File: src/hdl/cfrr_pkg.sv
package cfrr_pkg;

	// Configuration register indexes.
	localparam logic [1:0] CFG_SYNC_FIRST  = 2'd0;
	localparam logic [1:0] CFG_SYNC_SECOND = 2'd1;
	localparam logic [1:0] CFG_RECORD_TYPE = 2'd2;

	localparam logic [7:0] SYNC_FIRST_RST  = 8'hAA;
	localparam logic [7:0] SYNC_SECOND_RST = 8'h55;
	localparam logic [7:0] RECORD_TYPE_RST = 8'h30;

	// Item kinds.
	localparam logic CMD_BYTE = 1'b0;
	localparam logic CMD_TICK = 1'b1;

	localparam logic [15:0] CRC_POLY = 16'hA001;
	localparam int unsigned REC_LEN  = 8;
	localparam logic [31:0] AGE_FULL = 32'hFFFF_FFFF;

	typedef struct packed {
		logic        publish;
		logic [63:0] record;
	} parse_result_t;

	// One byte of reflected CRC-16/ARC, all eight bit steps unrolled.
	function automatic logic [15:0] crc16_arc_byte(input logic [15:0] crc, input logic [7:0] b);
		logic [15:0] c;
		c = crc ^ {8'h00, b};
		for (int k = 0; k < 8; k++) begin
			c = c[0] ? ((c >> 1) ^ CRC_POLY) : (c >> 1);
		end
		return c;
	endfunction

endpackage

File: src/hdl/cfrr_if.sv
interface cfrr_item_if;
	logic        valid;
	logic        ready;
	logic        cmd;
	logic [7:0]  rx_byte;
	logic [31:0] tick_ms;

	modport source(output valid, cmd, rx_byte, tick_ms, input ready);
	modport sink(input valid, cmd, rx_byte, tick_ms, output ready);
endinterface

interface cfrr_result_if;
	logic               valid;
	logic               ready;
	logic               record_valid;
	logic               record_accepted;
	logic signed [15:0] position;
	logic [7:0]         confidence;
	logic [7:0]         status_byte;
	logic [15:0]        frame_sequence;
	logic [15:0]        processing_delay;
	logic [31:0]        record_id;
	logic [31:0]        age;

	modport source(output valid, record_valid, record_accepted, position, confidence,
		status_byte, frame_sequence, processing_delay, record_id, age, input ready);
	modport sink(input valid, record_valid, record_accepted, position, confidence,
		status_byte, frame_sequence, processing_delay, record_id, age, output ready);
endinterface

interface cfrr_cfg_if;
	logic       valid;
	logic       ready;
	logic [1:0] index;
	logic [7:0] data;

	modport source(output valid, index, data, input ready);
	modport sink(input valid, index, data, output ready);
endinterface

File: src/hdl/crc_framed_record_receiver.sv
// Channel   Role   Payload
// items     sink   cmd, rx_byte, tick_ms
// results   source record_valid, record_accepted, position, confidence, status_byte,
//                  frame_sequence, processing_delay, record_id, age
// cfg       sink   index, data (always ready)
//
// One item per cycle while results are not stalled: an item is registered when it is
// accepted, and when it leaves that register it is parsed, the state is updated and its
// result enters the output register. A stalled result holds the input stage, and the
// input register keeps taking an item whenever the stage ahead moves. Reset restores
// the default sync and type values, the hunting state, an empty record and an age of
// all ones.
module crc_framed_record_receiver #(
	parameter int MAX_PAYLOAD = 64
) (
	input  logic          clk,
	input  logic          arst_n,
	cfrr_item_if.sink     items,
	cfrr_result_if.source results,
	cfrr_cfg_if.sink      cfg
);
	import cfrr_pkg::*;

	logic [7:0]    sync_first_q;
	logic [7:0]    sync_second_q;
	logic [7:0]    record_type_q;

	logic          valid_s1;
	logic          cmd_s1;
	logic [7:0]    byte_s1;
	logic [31:0]   ms_s1;
	logic          adv;
	logic          byte_en;
	parse_result_t parse;

	logic [63:0]   rec_q;
	logic [31:0]   rid_q;
	logic [31:0]   age_q;
	logic          have_q;
	logic [63:0]   rec_d;
	logic [31:0]   rid_d;
	logic [31:0]   rid_inc;
	logic [31:0]   age_d;
	logic [32:0]   age_sum;
	logic          have_d;
	logic          accepted;

	logic          valid_s2;
	logic          have_s2;
	logic          acc_s2;
	logic [63:0]   rec_s2;
	logic [31:0]   rid_s2;
	logic [31:0]   age_s2;

	assign cfg.ready = 1'b1;

	always_ff @(posedge clk or negedge arst_n) begin
		if (!arst_n) begin
			sync_first_q  <= SYNC_FIRST_RST;
			sync_second_q <= SYNC_SECOND_RST;
			record_type_q <= RECORD_TYPE_RST;
		end else if (cfg.valid) begin
			case (cfg.index)
				CFG_SYNC_FIRST:  sync_first_q  <= cfg.data;
				CFG_SYNC_SECOND: sync_second_q <= cfg.data;
				CFG_RECORD_TYPE: record_type_q <= cfg.data;
				default: ;
			endcase
		end
	end

	assign adv         = valid_s1 && (!valid_s2 || results.ready);
	assign items.ready = !valid_s1 || adv;
	assign byte_en     = adv && (cmd_s1 == CMD_BYTE);

	always_ff @(posedge clk or negedge arst_n) begin
		if (!arst_n) begin
			valid_s1 <= 1'b0;
		end else if (items.ready) begin
			valid_s1 <= items.valid;
		end
	end

	always_ff @(posedge clk) begin
		if (items.valid && items.ready) begin
			cmd_s1  <= items.cmd;
			byte_s1 <= items.rx_byte;
			ms_s1   <= items.tick_ms;
		end
	end

	cfrr_parser #(
		.MAX_PAYLOAD(MAX_PAYLOAD)
	) u_parser (
		.clk        (clk),
		.arst_n     (arst_n),
		.byte_en    (byte_en),
		.rx_byte    (byte_s1),
		.sync_first (sync_first_q),
		.sync_second(sync_second_q),
		.record_type(record_type_q),
		.result     (parse)
	);

	assign age_sum = {1'b0, age_q} + {1'b0, ms_s1};
	assign rid_inc = rid_q + 32'd1;

	always_comb begin
		rec_d    = rec_q;
		rid_d    = rid_q;
		age_d    = age_q;
		have_d   = have_q;
		accepted = 1'b0;
		if (cmd_s1 == CMD_BYTE) begin
			if (parse.publish) begin
				accepted = 1'b1;
				rec_d    = parse.record;
				// The id wraps past zero to one.
				rid_d    = (rid_inc == 32'd0) ? 32'd1 : rid_inc;
				age_d    = '0;
				have_d   = 1'b1;
			end
		end else if (age_q != AGE_FULL) begin
			age_d = age_sum[32] ? AGE_FULL : age_sum[31:0];
		end
	end

	always_ff @(posedge clk or negedge arst_n) begin
		if (!arst_n) begin
			rec_q  <= '0;
			rid_q  <= '0;
			age_q  <= AGE_FULL;
			have_q <= 1'b0;
		end else if (adv) begin
			rec_q  <= rec_d;
			rid_q  <= rid_d;
			age_q  <= age_d;
			have_q <= have_d;
		end
	end

	always_ff @(posedge clk or negedge arst_n) begin
		if (!arst_n) begin
			valid_s2 <= 1'b0;
		end else if (adv) begin
			valid_s2 <= 1'b1;
		end else if (results.ready) begin
			valid_s2 <= 1'b0;
		end
	end

	always_ff @(posedge clk) begin
		if (adv) begin
			have_s2 <= have_d;
			acc_s2  <= accepted;
			rec_s2  <= rec_d;
			rid_s2  <= rid_d;
			age_s2  <= age_d;
		end
	end

	assign results.valid            = valid_s2;
	assign results.record_valid     = have_s2;
	assign results.record_accepted  = acc_s2;
	assign results.position         = signed'(rec_s2[15:0]);
	assign results.confidence       = rec_s2[23:16];
	assign results.status_byte      = rec_s2[31:24];
	assign results.frame_sequence   = rec_s2[47:32];
	assign results.processing_delay = rec_s2[63:48];
	assign results.record_id        = rid_s2;
	assign results.age              = age_s2;

endmodule

File: src/hdl/cfrr_parser.sv
module cfrr_parser #(
	parameter int MAX_PAYLOAD = 64
) (
	input  logic                    clk,
	input  logic                    arst_n,
	input  logic                    byte_en,
	input  logic [7:0]              rx_byte,
	input  logic [7:0]              sync_first,
	input  logic [7:0]              sync_second,
	input  logic [7:0]              record_type,
	output cfrr_pkg::parse_result_t result
);
	import cfrr_pkg::*;

	localparam int LW = $clog2(MAX_PAYLOAD + 1);
	localparam logic [8:0] MAX_LEN = 9'(MAX_PAYLOAD);

	localparam logic [2:0] PH_HUNT   = 3'd0;
	localparam logic [2:0] PH_SYNC2  = 3'd1;
	localparam logic [2:0] PH_TYPE   = 3'd2;
	localparam logic [2:0] PH_LEN    = 3'd3;
	localparam logic [2:0] PH_DATA   = 3'd4;
	localparam logic [2:0] PH_CRC_LO = 3'd5;
	localparam logic [2:0] PH_CRC_HI = 3'd6;

	logic [2:0]    phase_q;
	logic [2:0]    phase_d;
	logic [7:0]    type_q;
	logic [LW-1:0] len_q;
	logic [LW-1:0] count_q;
	logic [LW:0]   count_inc;
	logic [15:0]   crc_q;
	logic [15:0]   crc_next;
	logic [7:0]    crc_lo_q;
	logic [7:0]    store_q [8];
	logic          publish;

	// The type byte restarts the CRC from zero.
	assign crc_next  = crc16_arc_byte((phase_q == PH_TYPE) ? 16'h0000 : crc_q, rx_byte);
	assign count_inc = {1'b0, count_q} + {{LW{1'b0}}, 1'b1};

	always_comb begin
		phase_d = phase_q;
		publish = 1'b0;
		case (phase_q)
			PH_HUNT: begin
				if (rx_byte == sync_first) phase_d = PH_SYNC2;
			end
			PH_SYNC2: begin
				// The second-sync test wins when both sync values are equal.
				if (rx_byte == sync_second) phase_d = PH_TYPE;
				else if (rx_byte == sync_first) phase_d = PH_SYNC2;
				else phase_d = PH_HUNT;
			end
			PH_TYPE: phase_d = PH_LEN;
			PH_LEN: begin
				if ({1'b0, rx_byte} > MAX_LEN) phase_d = PH_HUNT;
				else if (rx_byte != 8'h00) phase_d = PH_DATA;
				else phase_d = PH_CRC_LO;
			end
			PH_DATA: begin
				if (count_inc >= {1'b0, len_q}) phase_d = PH_CRC_LO;
			end
			PH_CRC_LO: phase_d = PH_CRC_HI;
			default: begin
				if ({rx_byte, crc_lo_q} == crc_q && type_q == record_type &&
						len_q == LW'(REC_LEN)) begin
					publish = 1'b1;
				end
				phase_d = PH_HUNT;
			end
		endcase
	end

	always_comb begin
		result.publish = publish;
		for (int k = 0; k < 8; k++) begin
			result.record[8*k +: 8] = store_q[k];
		end
	end

	always_ff @(posedge clk or negedge arst_n) begin
		if (!arst_n) begin
			phase_q  <= PH_HUNT;
			type_q   <= '0;
			len_q    <= '0;
			count_q  <= '0;
			crc_q    <= '0;
			crc_lo_q <= '0;
		end else if (byte_en) begin
			phase_q <= phase_d;
			case (phase_q)
				PH_TYPE: begin
					type_q <= rx_byte;
					crc_q  <= crc_next;
				end
				PH_LEN: begin
					len_q   <= rx_byte[LW-1:0];
					count_q <= '0;
					crc_q   <= crc_next;
				end
				PH_DATA: begin
					crc_q   <= crc_next;
					count_q <= count_inc[LW-1:0];
				end
				PH_CRC_LO: crc_lo_q <= rx_byte;
				default: ;
			endcase
		end
	end

	// Only the first eight payload bytes are kept.
	always_ff @(posedge clk) begin
		if (byte_en && phase_q == PH_DATA && count_q < LW'(REC_LEN)) begin
			store_q[count_q[2:0]] <= rx_byte;
		end
	end

endmodule

File: src/flat_wrapper.sv
// flat-port wrapper written by rule: the top's interface ports become plain ports
module crc_framed_record_receiver_flat import cfrr_pkg::*;
#(
	parameter int MAX_PAYLOAD = 64
)
  (clk, arst_n, items_valid, items_cmd, items_rx_byte, items_tick_ms, items_ready, results_valid, results_record_valid, results_record_accepted, results_position, results_confidence, results_status_byte, results_frame_sequence, results_processing_delay, results_record_id, results_age, results_ready, cfg_valid, cfg_index, cfg_data, cfg_ready);
  cfrr_item_if items_i ();
  cfrr_result_if results_i ();
  cfrr_cfg_if cfg_i ();
  input  logic clk;
  input  logic arst_n;
  input wire logic [$bits(items_i.valid)-1:0] items_valid;
  input wire logic [$bits(items_i.cmd)-1:0] items_cmd;
  input wire logic [$bits(items_i.rx_byte)-1:0] items_rx_byte;
  input wire logic [$bits(items_i.tick_ms)-1:0] items_tick_ms;
  output wire logic [$bits(items_i.ready)-1:0] items_ready;
  output wire logic [$bits(results_i.valid)-1:0] results_valid;
  output wire logic [$bits(results_i.record_valid)-1:0] results_record_valid;
  output wire logic [$bits(results_i.record_accepted)-1:0] results_record_accepted;
  output wire logic [$bits(results_i.position)-1:0] results_position;
  output wire logic [$bits(results_i.confidence)-1:0] results_confidence;
  output wire logic [$bits(results_i.status_byte)-1:0] results_status_byte;
  output wire logic [$bits(results_i.frame_sequence)-1:0] results_frame_sequence;
  output wire logic [$bits(results_i.processing_delay)-1:0] results_processing_delay;
  output wire logic [$bits(results_i.record_id)-1:0] results_record_id;
  output wire logic [$bits(results_i.age)-1:0] results_age;
  input wire logic [$bits(results_i.ready)-1:0] results_ready;
  input wire logic [$bits(cfg_i.valid)-1:0] cfg_valid;
  input wire logic [$bits(cfg_i.index)-1:0] cfg_index;
  input wire logic [$bits(cfg_i.data)-1:0] cfg_data;
  output wire logic [$bits(cfg_i.ready)-1:0] cfg_ready;
  assign items_i.valid = items_valid;
  assign items_i.cmd = items_cmd;
  assign items_i.rx_byte = items_rx_byte;
  assign items_i.tick_ms = items_tick_ms;
  assign items_ready = items_i.ready;
  assign results_valid = results_i.valid;
  assign results_record_valid = results_i.record_valid;
  assign results_record_accepted = results_i.record_accepted;
  assign results_position = results_i.position;
  assign results_confidence = results_i.confidence;
  assign results_status_byte = results_i.status_byte;
  assign results_frame_sequence = results_i.frame_sequence;
  assign results_processing_delay = results_i.processing_delay;
  assign results_record_id = results_i.record_id;
  assign results_age = results_i.age;
  assign results_i.ready = results_ready;
  assign cfg_i.valid = cfg_valid;
  assign cfg_i.index = cfg_index;
  assign cfg_i.data = cfg_data;
  assign cfg_ready = cfg_i.ready;
  crc_framed_record_receiver #(.MAX_PAYLOAD(MAX_PAYLOAD)) u_core (.clk(clk), .arst_n(arst_n), .items(items_i), .results(results_i), .cfg(cfg_i));
endmodule
File: config.mk
export PLATFORM = sky130hd
export DESIGN_NAME = crc_framed_record_receiver_flat
export DESIGN_NICKNAME = d
export VERILOG_FILES = /design/src/hdl/cfrr_pkg.sv /design/src/hdl/cfrr_if.sv /design/src/hdl/crc_framed_record_receiver.sv /design/src/hdl/cfrr_parser.sv /design/src/flat_wrapper.sv
export SDC_FILE = /design/constraint.sdc
export NUM_CORES = 1
export LEC_CHECK = 0
export ABC_AREA = 1
export ABC_CLOCK_PERIOD_IN_PS = 4900
export BUFFER_PORTS_ARGS = -buffer_cell sky130_fd_sc_hd__buf_4
export CELL_PAD_IN_SITES_DETAIL_PLACEMENT = 0
export CELL_PAD_IN_SITES_GLOBAL_PLACEMENT = 1
export CORE_ASPECT_RATIO = 0.75
export CORE_UTILIZATION = 41
export DETAILED_ROUTE_END_ITERATION = 8
export PLACE_DENSITY_LB_ADDON = 0.1
export SLEW_MARGIN = 10
export SYNTH_ARGS = -nofsm -noshare
export SYNTH_HDL_FRONTEND = slang
export SYNTH_SLANG_ARGS = --single-unit
File: constraint.sdc
create_clock -name clk -period 4.9 [get_ports clk]
set_input_delay 0.245 -clock clk [delete_from_list [all_inputs] [get_ports clk]]
set_output_delay 0.245 -clock clk [all_outputs]
set_load 0.02 [all_outputs]
# Word-level counts from Yosys, hierarchy flattened
# Memory sizes are Yosys's and may differ from the RTL's.
# Index checks and enable logic that the tools add are counted.
[word_totals]
regBits = 375
ram_bits = 64
output_inout_bits = 133
wordCells = 118
n_memories = 1
[op_classes]
add_sub_neg = 3
magnitude_cmp = 3
eq_ne = 15
muxes = 35
bitwise = 10
n_reduce_logical = 28
[memory_table]
columns = ["name", "words", "word_bits", "read_ports", "rd_clocked_by_memory_dff", "write_ports", "line_no", "source"]
rows = [
  ["u_core.u_parser.store_q", 8, 8, 8, 0, 1, "cfrr_parser.sv:35", "logic [7:0] store_q [8];"],
]
[op_table]
columns = ["cell", "count"]
rows = [
  ["32-bit 2-to-1 mux", 7],
  ["16-bit 2-to-1 mux", 9],
  ["64-bit 2-to-1 mux", 2],
  ["32-bit by 32-bit adder with 33-bit output", 1],
  ["32-bit by 1-bit adder with 32-bit output (second input constant)", 1],
  ["32-bit zero test", 1],
  ["32-bit inequality test (second input constant)", 1],
  ["8-bit equality test", 3],
  ["2-bit inverter with 3-bit output", 8],
  ["3-bit one-hot mux with 6 select lines", 1],
  ["16-bit equality test", 1],
  ["2-bit AND reduction", 8],
  ["16-bit by 8-bit bitwise XOR with 16-bit output", 1],
  ["7-bit one-hot mux with 2 select lines", 1],
  ["1-bit 2-to-1 mux", 11],
  ["3-bit 2-to-1 mux", 3],
  ["7-bit by 1-bit adder with 8-bit output (second input constant)", 1],
  ["8-bit by 7-bit greater-or-equal comparator with 1-bit output", 1],
  ["8-bit by 7-bit > comparator with 1-bit output (second input constant)", 1],
  ["8-bit nonzero test", 1],
  ["7-bit by 4-bit equality test with 1-bit output (second input constant)", 1],
  ["1-bit logical AND", 7],
  ["7-bit by 4-bit < comparator with 1-bit output (second input constant)", 1],
  ["3-bit by 2-bit equality test with 1-bit output (second input constant)", 2],
  ["other kinds (15)", 20],
]

# Logic depth before layout (Yosys ltp)
# Gate-level depths: netlist of run 1.
[depth]
word_depth = 19
ltp_mapped = 18
mapped_depth_nobuf = 18

# Modules after synthesis
# From an unflattened synthesis of run 1, not the netlist that was laid out.
[hier_totals]
hier_cells = 2298
area_unflattened_um2 = 20932.6
[modules_own_cells]
columns = ["mod", "instances", "cells_each", "area_per_inst_um2"]
rows = [
  ["crc_framed_record_receiver", 1, 1777, 15736.3],
  ["cfrr_parser", 1, 521, 5196.2],
]

# Worst setup path after synthesis of run 1
# No wires, ideal clock.
[synth_timing]
path_kind = "flip-flop to flip-flop"
startpoint = "reg u_core.valid_s2, in the netlist u_core.results.valid"
endpoint = "reg u_core.rec_s2[0] (enable)"
t_arrival_ns = 4.735
t_required_ns = 4.355
path_slack_ns = -0.380
path_stages_with_launch = 6
n_path_buf = 2
period_less_slack_ns = 5.280
path_cell_list = "dfrtp_1 -> nand2_1 -> nand2_1 -> inv_1 -> clkbuf_1 -> clkbuf_1"
[synth_between]
elab_chain_len = 3
[synth_lines]
columns = ["item", "line_no", "source"]
rows = [
  ["start, declared", "crc_framed_record_receiver.sv:48", "logic valid_s2;"],
  ["start signal, assigned", "crc_framed_record_receiver.sv:144", "valid_s2 <= 1'b0;"],
  ["start signal, assigned", "crc_framed_record_receiver.sv:146", "valid_s2 <= 1'b1;"],
  ["start signal, assigned", "crc_framed_record_receiver.sv:148", "valid_s2 <= 1'b0;"],
  ["1-bit zero test", "crc_framed_record_receiver.sv:72", "assign adv = valid_s1 && (!valid_s2 || results.ready);"],
  ["1-bit logical OR", "crc_framed_record_receiver.sv:72", ""],
  ["1-bit logical AND", "crc_framed_record_receiver.sv:72", ""],
  ["named net u_core.adv", "crc_framed_record_receiver.sv:32", "logic adv;"],
  ["end signal, assigned", "crc_framed_record_receiver.sv:156", "rec_s2 <= rec_d;"],
  ["end, declared", "crc_framed_record_receiver.sv:51", "logic [63:0] rec_s2;"],
]
# The timed path passes the listed nets, and every way through them passes these cells.
# A chain may end at the register's enable or synchronous reset.

# Worst setup path in the final report of run 1
[layout_timing]
startpoint = "reg u_core.u_parser.phase_q[1]"
endpoint = "mem u_core.u_parser.store_q[3][0] (enable)"
[layout_between]
elab_chain_len = 5
[layout_lines]
columns = ["item", "line_no", "source"]
rows = [
  ["start, declared", "cfrr_parser.sv:26", "logic [2:0] phase_q;"],
  ["start signal, assigned", "cfrr_parser.sv:91", "phase_q <= phase_d;"],
  ["3-bit equality test", "cfrr_parser.sv:114", "if (byte_en && phase_q == PH_DATA && count_q < LW'(REC_LEN)) begin"],
  ["1-bit logical AND (2 in a row)", "cfrr_parser.sv:114", ""],
  ["1-bit 2-to-1 mux", "cfrr_parser.sv:114", ""],
  ["1-bit 2-to-1 mux (not written as such)", "cfrr_parser.sv:115", "store_q[count_q[2:0]] <= rx_byte;"],
  ["end, declared", "cfrr_parser.sv:35", ""],
]
# Every way passes these cells.

==> results.cfg, run 1 <==
[power]
powerDensity_mw_per_mm2 = 583
seqPwrFrac_pct = 40.9
power.leakage_uw = 0.0107
netSwitchingFraction_pct = 38.1
ir_drop_uv = 295
intPower_uw = 9090
p_switching_uw = 5610
clock_power_share_pct = 24.0
comb_power_share_pct = 35.1

[grt]
grt_pass1_vias = 15800
gr-total-overflow = 0
grt_max_degree = 160
antenna_found_initial = 0
grt.total_usage_pct = 22.1
grt_pass1_wl_um = 90000

[synth]
avgSynthCellArea_sq_um = 8.86
yosysSeqAreaShare_pct = 57.9
async_flop_share_pct = 46.5
yosysTopAreaCell = edfxtp_1
synth_mux_area_share_pct = 0
syn_area_sq_mm = 0.0211
synth_top_family_by_area = simple AND/OR/NAND/NOR gates
synthTopCellsByArea = edfxtp_1, dfrtp_1, nand2_1
synth-compound-area-share_pct = 7.73
synth_common_cells = nand2_1, edfxtp_1, nor2_1
synth_most_common_cell = nand2_1
ys.flop_type = edfxtp_1
synth_xor_xnor_area_share_pct = 2.28
synth_adder_area_share_pct = 2.53
syn-num-nets = 2478
synth_top_area_share_pct = 33.5
yosysWarnings = 0
yosys.area_share.simple_pct = 24.8
ys_ff_latch = 439
synth_edf_count = 235
syn_inst = 2380
synth_cell_type_count = 46

[worst_setup_path]
startpoint = u_core.u_parser.phase_q[1]
cp_data_required_time_ns = 5.11
worst-setup-path-type = register to register
timing.rr.start = u_core.u_parser.phase_q[1]
end_kind = register
crit_path_start_kind = register
crit_path_max_fanout = 8
worstPathArrival_ns = 3.40
rr_worst_depth = 9
r2r_slack_ns = 1.71
endpoint = u_core.u_parser.store_q[3][0]
r2r-end = u_core.u_parser.store_q[3][0]

[die]
die_w_um = 264
io_pins = 189
die-height_um = 198
core-area_sq_mm = 0.0505
die_area_sq_mm = 0.0523
fp-row-count = 71
initial_core_util_pct = 41.8

[clock_network]
path_clk_slew_ns = 0.06
insertion_delay_ns = 0.60
numCtsBuffers = 45
htreeDepth = 2
clock-sinks = 439
cts_root_buffer = clkbuf_16
post-cts-setup-buffers = 0
cts_buffer_depth = 3
post_cts_resized = 0
cts_tree = yes

[final_layout]
design_area_sq_mm = 0.0252
post-route-util_pct = 50.0
areaGrowthSynthToFinish_pct = 19.6
fillers = 4758
fin_nets = 2710
drive_above_1_share_pct = 13.2
n_antenna_cell = 0

[sta]
min_period_ns = 3.19
skew_ns = 0.0200
rsz0062_at_grt = false
maxSlewHeadroom_pct = 20.0
setup_viol = 0
fmax_mhz = 313
setup_slack_ns = 1.71
fin_crit_sh_pct = 65.1
tns_ns = 0
slew_viol_final = 0
worstMarginPinSlew_ns = 1.19
hold_violations = 0

[routing]
wl_per_cell_um = 17.5
routed_wl_um = 57700
vias = 16800
ant_nets = 0
via_per_inst = 5.08
drtPass1Iterations = 5
drcViolationCount = 0
initialDrtViolationCount = 1454

[placement]
place_ws_ns = 1.70
placed_area_sq_mm = 0.0232
gp_congestion = 0.885
io_buffer_count = 187
dp_hpwl_um = 40200

[min_path]
hp-class = input pin to async pin

[outcome]
status = finished clean

[job]
cap_violations = 0
## worst min-delay path by stage
stage,start,endpoint,slack [ns],cells past startpoint
after floorplan,arst_n,u_core.have_q,-0.05,0
after global placement,arst_n,u_core.rec_q[20],0.33,1
after detailed placement,arst_n,u_core.rec_q[22],0.34,1
after CTS,cfg_valid,u_core.sync_second_q[2],0.21,4
after global routing,cfg_valid,u_core.sync_second_q[2],0.27,4
final,arst_n,u_core.rec_q[22],0.23,2
## power by group through the flow
stage / logic [uW] / clock network (uW) / registers (uW)
finish: 5160 / 3530 / 6010
global route: 5840 / 3760 / 6140
CTS: 5160 / 3630 / 6010
detailed placement: 5100 / 0 / 6060
global placement: 5040 / 0 / 6040
floorplan: 3230 / 0 / 6180
## metal layers
layer	wire [um]	part of all wire, %	GRT usage (%)
met5	0	0	0
met4	927	1.6	5.12
met3	2680	4.6	3.33
met2	24000	42	32.3
met1	30100	52	34.2
## registers in the layout, indices dropped and copies added (netlist names), 16 cells and up
signal,flops
u_core.results.age,32
u_core.u_parser.store_q,64
u_core.ms_s1,32
u_core.rec_s2,64
u_core.rid_q,32
u_core.rec_q,64
u_core.age_q,32
u_core.u_parser.crc_q,16
u_core.results.record_id,32
## placed cells by master, fill, tap and decap left out, types with 2 or more instances in the layout
master           n
dfrtp_1        162
xor2_1          39
nor3_1          24
clkbuf_16       46
ha_1            41
nor2_1         224
a31oi_1         71
bufinv_16        4
nand4_1         30
o21ai_1         19
a21boi_0         3
edfxtp_1       235
clkinv_2         7
nand3_1         91
nor4_1           4
o21bai_1         2
xnor2_1         14
nand3b_1         7
inv_1          156
o21ai_2         10
clkbuf_8         5
dfstp_2         42
clkbuf_1        12
or2_2            7
nor2_2           3
buf_12           3
nor2b_1          2
o22ai_1          2
nand2_2          2
clkinv_1         8
buf_4          206
and3_1           2
and2_0           2
dlygate4sd3_1   53
nand2_1        904
o21ai_0        132
inv_2            3
a21oi_1         54
## through the flow
stage | total power, uW | instances | hold slack, ns
floorplan | 9410 | 2380 | -0.0506
global route | 15700 | 3306 | 0.266
CTS | 14800 | 3306 | 0.209
global placement | 11100 | 3169 | 0.334
detailed placement | 11200 | 3169 | 0.339
finish | 14700 | 3306 | 0.229
## area by class of cell
class | count | area, sq um | share of cell area [%]
multi-input combinational | 1700 | 7890 | 31.3
tap | 657 | 822 | 3.26
sequential | 439 | 12200 | 48.4
inverter | 163 | 621 | 2.46
clock buffer | 62 | 1250 | 4.96
timing repair buffer | 263 | 2150 | 8.53
clock inverter | 22 | 264 | 1.05
## what timing repair did
action | CTS | global route
endpoints found under the setup margin | 0 | 0
endpoints found under the hold margin | 135 | 0
hold buffers | 53 | 0
## logic make-up (layout without fill, tap and decap cells)
group / Yosys count / count (layout)
AND/OR/NAND/NOR: 1307 / 1307
other: 1 / 1
adder cells (fa/ha/maj): 42 / 42
AO/OA/AOI/OAI: 296 / 296
buffers and inverters: 241 / 510
flip-flops: 439 / 439
XOR/XNOR: 54 / 54
## worst max-delay path: stages (launching register included)
cell and delay (ns):
dfrtp_1 0.47, inv_2 0.12, nand2_1 0.07, nor2_1 0.31
inv_1 0.07, nor2_1 0.19, inv_1 0.12, nor4_1 0.37
nand2_1 0.16, nor3_1 0.93
No activity file was read; power rests on OpenSTA's default activity.
==> inputs of run 2 (changes only) <==
--- a/config.mk
+++ b/config.mk
@@ -6,7 +6,7 @@
 export NUM_CORES = 1
 export LEC_CHECK = 0
 export ABC_AREA = 1
-export ABC_CLOCK_PERIOD_IN_PS = 4900
+export ABC_CLOCK_PERIOD_IN_PS = 2600
 export BUFFER_PORTS_ARGS = -buffer_cell sky130_fd_sc_hd__buf_4
 export CELL_PAD_IN_SITES_DETAIL_PLACEMENT = 0
 export CELL_PAD_IN_SITES_GLOBAL_PLACEMENT = 1
==> constraint.sdc (replaced) <==
create_clock -name clk -period 2.6 [get_ports clk]
set_input_delay 0.13 -clock clk [delete_from_list [all_inputs] [get_ports clk]]
set_output_delay 0.13 -clock clk [all_outputs]
set_load 0.02 [all_outputs]
==> results.cfg, run 2 (synthesized netlist as in run 1, its figures left out) <==
[power]
netSwitchingFraction_pct = 37.8
powerDensity_mw_per_mm2 = 1080
ir_drop_uv = 458
power.leakage_uw = 0.0111
p_switching_uw = 10600
totalPowerFinal_uw = 28000
seqPwrFrac_pct = 40.5
intPower_uw = 17400
clock_power_share_pct = 23.2
comb_power_share_pct = 36.3

[die]
fp-row-count = 71
initial_core_util_pct = 41.8
core-area_sq_mm = 0.0505
die_area_sq_mm = 0.0523
die-height_um = 198
die_w_um = 264
io_pins = 189

[sta]
skew_ns = 0.0131
fmax_mhz = 405
rsz0062_at_grt = true
worstMarginPinSlew_ns = 0.572
slew_viol_final = 0
min_period_ns = 2.47
timing.hold.ws_ns = 0.0908
maxSlewHeadroom_pct = 61.8
fin_crit_sh_pct = 95.0
setup_viol = 0
hold_violations = 0

[worst_setup_path]
timing.rr.start = u_core.age_q[20]
worstPathArrival_ns = 2.81
crit_path_frequent_cell = nand2_1
crit_buf_inv = 0
critPathMaxStageDelay_ns = 0.56
critPathTopFamily = compound AO/OA/AOI/OAI gates
r2r_slack_ns = 0.13
cp_data_required_time_ns = 2.94
cp_slowest_cell = dfstp_2
crit_path_cell_trace = ha_1, a21oi_1, o21ai_0, a21oi_1, nor2_1, nor2_1, nand2_1, nand2_1, nand3_1, nand2_1, nand2_1
worst-setup-path-type = register to register
crit_path_start_kind = register
startpoint = u_core.age_q[20]
end_kind = register
crit_path_max_fanout = 4

[final_layout]
fillers = 4725
fin_nets = 2778
design_area_sq_mm = 0.0259
areaGrowthSynthToFinish_pct = 22.8
n_antenna_cell = 0
final_common_cell = nand2_1
layout_common_cells = nand2_1, buf_4, edfxtp_1
drive_above_1_share_pct = 16.5

[outcome]
status = finished clean

[routing]
ant_nets = 0
routed_wl_um = 59500
drcViolationCount = 0
via_per_inst = 5.08
vias = 17100
wl_per_cell_um = 17.6
drtPass1Iterations = 5
initialDrtViolationCount = 1272

[job]
cap_violations = 0

[grt]
grt_use_met1_pct = 35.2
grt_max_degree = 112
grt_pass1_vias = 16100
grt.total_usage_pct = 22.7
gr-usage-met3_pct = 3.73
grtUsageMet2_pct = 32.9
gr-total-overflow = 0
antenna_found_initial = 1
busiest_layer = met1
grt_pass1_wl_um = 92000

[clock_network]
cts_root_buffer = clkbuf_16
cts_tree = yes
path_clk_slew_ns = 0.06
clock-sinks = 439
htreeDepth = 2
cts_buffer_depth = 3
numCtsBuffers = 45
insertion_delay_ns = 0.59

[placement]
dp_hpwl_um = 42500
gp_congestion = 0.886
io_buffer_count = 187
placed_area_sq_mm = 0.0237

[min_path]
hp-class = input pin to async pin
==> run 2: cell types whose count changed in the layout (fill, tap and decap cells not counted), moves of 4 or more <==
cell,before,now
nand2_1,904,894
o21ai_0,132,127
ha_1,41,36
nand2_2,2,12
buf_12,3,7
o21ai_1,19,24
a21oi_1,54,41
buf_4,206,266
a21oi_2,1,13
==> run 2: repair_timing <==
item                       4_1_cts  5_1_grt
setup endpoints to repair       14      261
hold endpoints to repair       123        0
hold buffers                    54        0
setup buffers                    0        6
gates resized for setup          1       52
cloned                           0        1
pin swaps                        0        6
==> run 2: path summary, 6_finish.rpt <==
kind / end / cells past startpoint
max in group asynchronous: u_core.age_q[30] / 3
min reg2reg: u_core.have_q / 2
max: u_core.results.age[29] / 11
min in group clk: u_core.sync_second_q[6] / 4
min: u_core.rec_q[22] / 2
max reg2reg: u_core.results.age[29] / 11
==> run 2: power groups by stage <==
stage / registers [uW] / clock network [uW] / logic [uW]
6_report: 11300 / 6480 / 10200
3_5_place_dp: 11400 / 0 / 9780
2_1_floorplan: 11600 / 0 / 6090
4_1_cts: 11300 / 6670 / 9900
5_1_grt: 11600 / 6900 / 11500
3_3_place_gp: 11400 / 0 / 9680
==> run 2: stage by stage <==
step	std cells	TNS [ns]	utilization, %	setup slack [ns]
detailed placement	3229	-0.350	46.9	-0.0365
finish	3372	0	51.3	0.131
global placement	3229	0	46.9	0.0231
CTS	3365	0	50.9	0.0198
floorplan	2380	-0.194	-	-0.00812
global route	3372	-0.119	51.3	-0.0148
==> run 2: layer usage <==
metal  wire length, um  vias up
li1                  -     8494
met1             29900     8080
met2             24800      478
met3              3700       62
met4               984        0
met5                 0        -
==> run 2: layout make-up <==
class	instances	area (sq um)	area share, %
clock inverter	19	238	0.918
sequential	439	12200	47.2
inverter	163	624	2.41
multi-input combinational	1700	8040	31.1
clock buffer	63	1220	4.73
tap	657	822	3.17
timing repair buffer	331	2730	10.5
==> inputs of run 3 (changes only) <==
--- a/config.mk
+++ b/config.mk
@@ -8,12 +8,11 @@
 export ABC_AREA = 1
 export ABC_CLOCK_PERIOD_IN_PS = 2600
 export BUFFER_PORTS_ARGS = -buffer_cell sky130_fd_sc_hd__buf_4
-export CELL_PAD_IN_SITES_DETAIL_PLACEMENT = 0
-export CELL_PAD_IN_SITES_GLOBAL_PLACEMENT = 1
 export CORE_ASPECT_RATIO = 0.75
-export CORE_UTILIZATION = 41
+export CORE_UTILIZATION = 54
 export DETAILED_ROUTE_END_ITERATION = 8
-export PLACE_DENSITY_LB_ADDON = 0.1
+export PLACE_DENSITY_LB_ADDON = 0.08
+export SKIP_CTS_REPAIR_TIMING = 1
 export SLEW_MARGIN = 10
 export SYNTH_ARGS = -nofsm -noshare
 export SYNTH_HDL_FRONTEND = slang
==> results.cfg, run 3 (synthesized netlist as in run 1, its figures left out) <==
[worst_setup_path]
timing.rr.start = u_core.age_q[22]
worstPathArrival_ns = 2.81
rr_worst_depth = 12
crit_path_max_fanout = 4
cp_data_required_time_ns = 2.93
worst-setup-path-type = register to register
r2r-end = u_core.results.age[27]
crit_path_start_kind = register
end_kind = register
r2r_slack_ns = 0.11

[die]
die_area_sq_mm = 0.0398
die_w_um = 230
io_pins = 189
fp-row-count = 62
core-area_sq_mm = 0.0384
die-height_um = 173
initial_core_util_pct = 54.9

[placement]
io_buffer_count = 187
place_inst = 3077
place_ws_ns = 0.000252
gp_congestion = 0.996
dp_hpwl_um = 41600

[power]
ir_drop_uv = 766
power.leakage_uw = 0.0111
comb_power_share_pct = 36.5
netSwitchingFraction_pct = 37.8
p_switching_uw = 10700
seqPwrFrac_pct = 39.8
powerDensity_mw_per_mm2 = 1100
clock_power_share_pct = 23.7
totalPowerFinal_uw = 28300
intPower_uw = 17600

[min_path]
hold_start = cfg_valid
min_delay_path_depth = 4
holdPathEnd = u_core.sync_second_q[4]
hp-class = input pin to register

[clock_network]
clock-sinks = 439
cts_tree = yes
numCtsBuffers = 43
insertion_delay_ns = 0.58
cts_root_buffer = clkbuf_16
cts_buffer_depth = 3
htreeDepth = 2
path_clk_slew_ns = 0.06

[sta]
maxSlewHeadroom_pct = 49.9
skew_ns = 0.0228
worstMarginPinSlew_ns = 0.751
setup_viol = 0
tns_ns = 0
fmax_mhz = 402
setup_slack_ns = 0.113
slew_viol_final = 0
min_period_ns = 2.49
fin_crit_sh_pct = 95.6
timing.hold.ws_ns = 0.119
hold_violations = 0

[outcome]
status = finished clean

[grt]
grt_pass1_wl_um = 89500
grt_max_degree = 84
gr-total-overflow = 0
antenna_found_initial = 1
grt_pass1_vias = 16200
grt.total_usage_pct = 29.0

[routing]
drtPass1Iterations = 6
via_per_inst = 5.45
ant_nets = 0
routed_wl_um = 57900
wl_per_cell_um = 18.0
vias = 17500
initialDrtViolationCount = 1656
drcViolationCount = 0

[final_layout]
fin_cells = 3212
final_common_cell = nand2_1
layout_common_cells = nand2_1, buf_4, edfxtp_1
drive_above_1_share_pct = 16.1
fin_nets = 2762
areaGrowthSynthToFinish_pct = 21.7

[job]
cap_violations = 0
==> run 3: power by group through the flow <==
stage	registers [uW]	clock network, uW	logic, uW
after CTS	11200	6820	10000
after global routing	11500	7060	11500
final	11300	6710	10300
after detailed placement	11300	0	9960
after floorplan	11600	0	6090
after global placement	11300	0	9770
==> run 3: routing by layer <==
layer,global-route usage (%),share of wire [%],vias up
li1,-,-,8424
met1,45.8,48,8403
met2,40.8,42,606
met3,5.08,7.5,85
met4,7.97,2.3,0
met5,0,0,-
==> run 3: layout make-up <==
class,count,area [sq um]
fill,3132,12700
sequential,439,12200
multi-input combinational,1700,8000
timing repair buffer,317,2640
clock buffer,61,1240
tap,512,641
inverter,163,621
clock inverter,19,295
antenna,1,2.50
==> run 3: worst max path at each step <==
stage                              start                             to
floorplan           u_core.results.valid  u_core.u_parser.store_q[0][0]
finish                  u_core.age_q[22]         u_core.results.age[27]
global placement         u_core.rid_q[1]    u_core.results.record_id[1]
detailed placement       u_core.rid_q[1]    u_core.results.record_id[1]
global route             u_core.age_q[0]         u_core.results.age[27]
CTS                      u_core.rid_q[1]    u_core.results.record_id[1]
==> run 3: per-stage QoR <==
stage / instance area [sq um] / utilization, %
2_1_floorplan: 21100 / -
6_report: 25700 / 66.8
3_5_place_dp: 23500 / 61.1
5_1_grt: 25700 / 66.8
3_3_place_gp: 23500 / 61.1
4_1_cts: 25000 / 65.1
==> run 3: worst max-delay path, cell delays in order, from the launching register on <==
cell and delay (ns):
dfstp_2 0.59, ha_1 0.17, buf_4 0.14, nand2_1 0.08
nor2_1 0.15, inv_1 0.09, nor3_1 0.29, nand2_1 0.15
and2_0 0.21, nand3_1 0.12, nand3_1 0.10, nand2_1 0.07
nand2_1 0.07
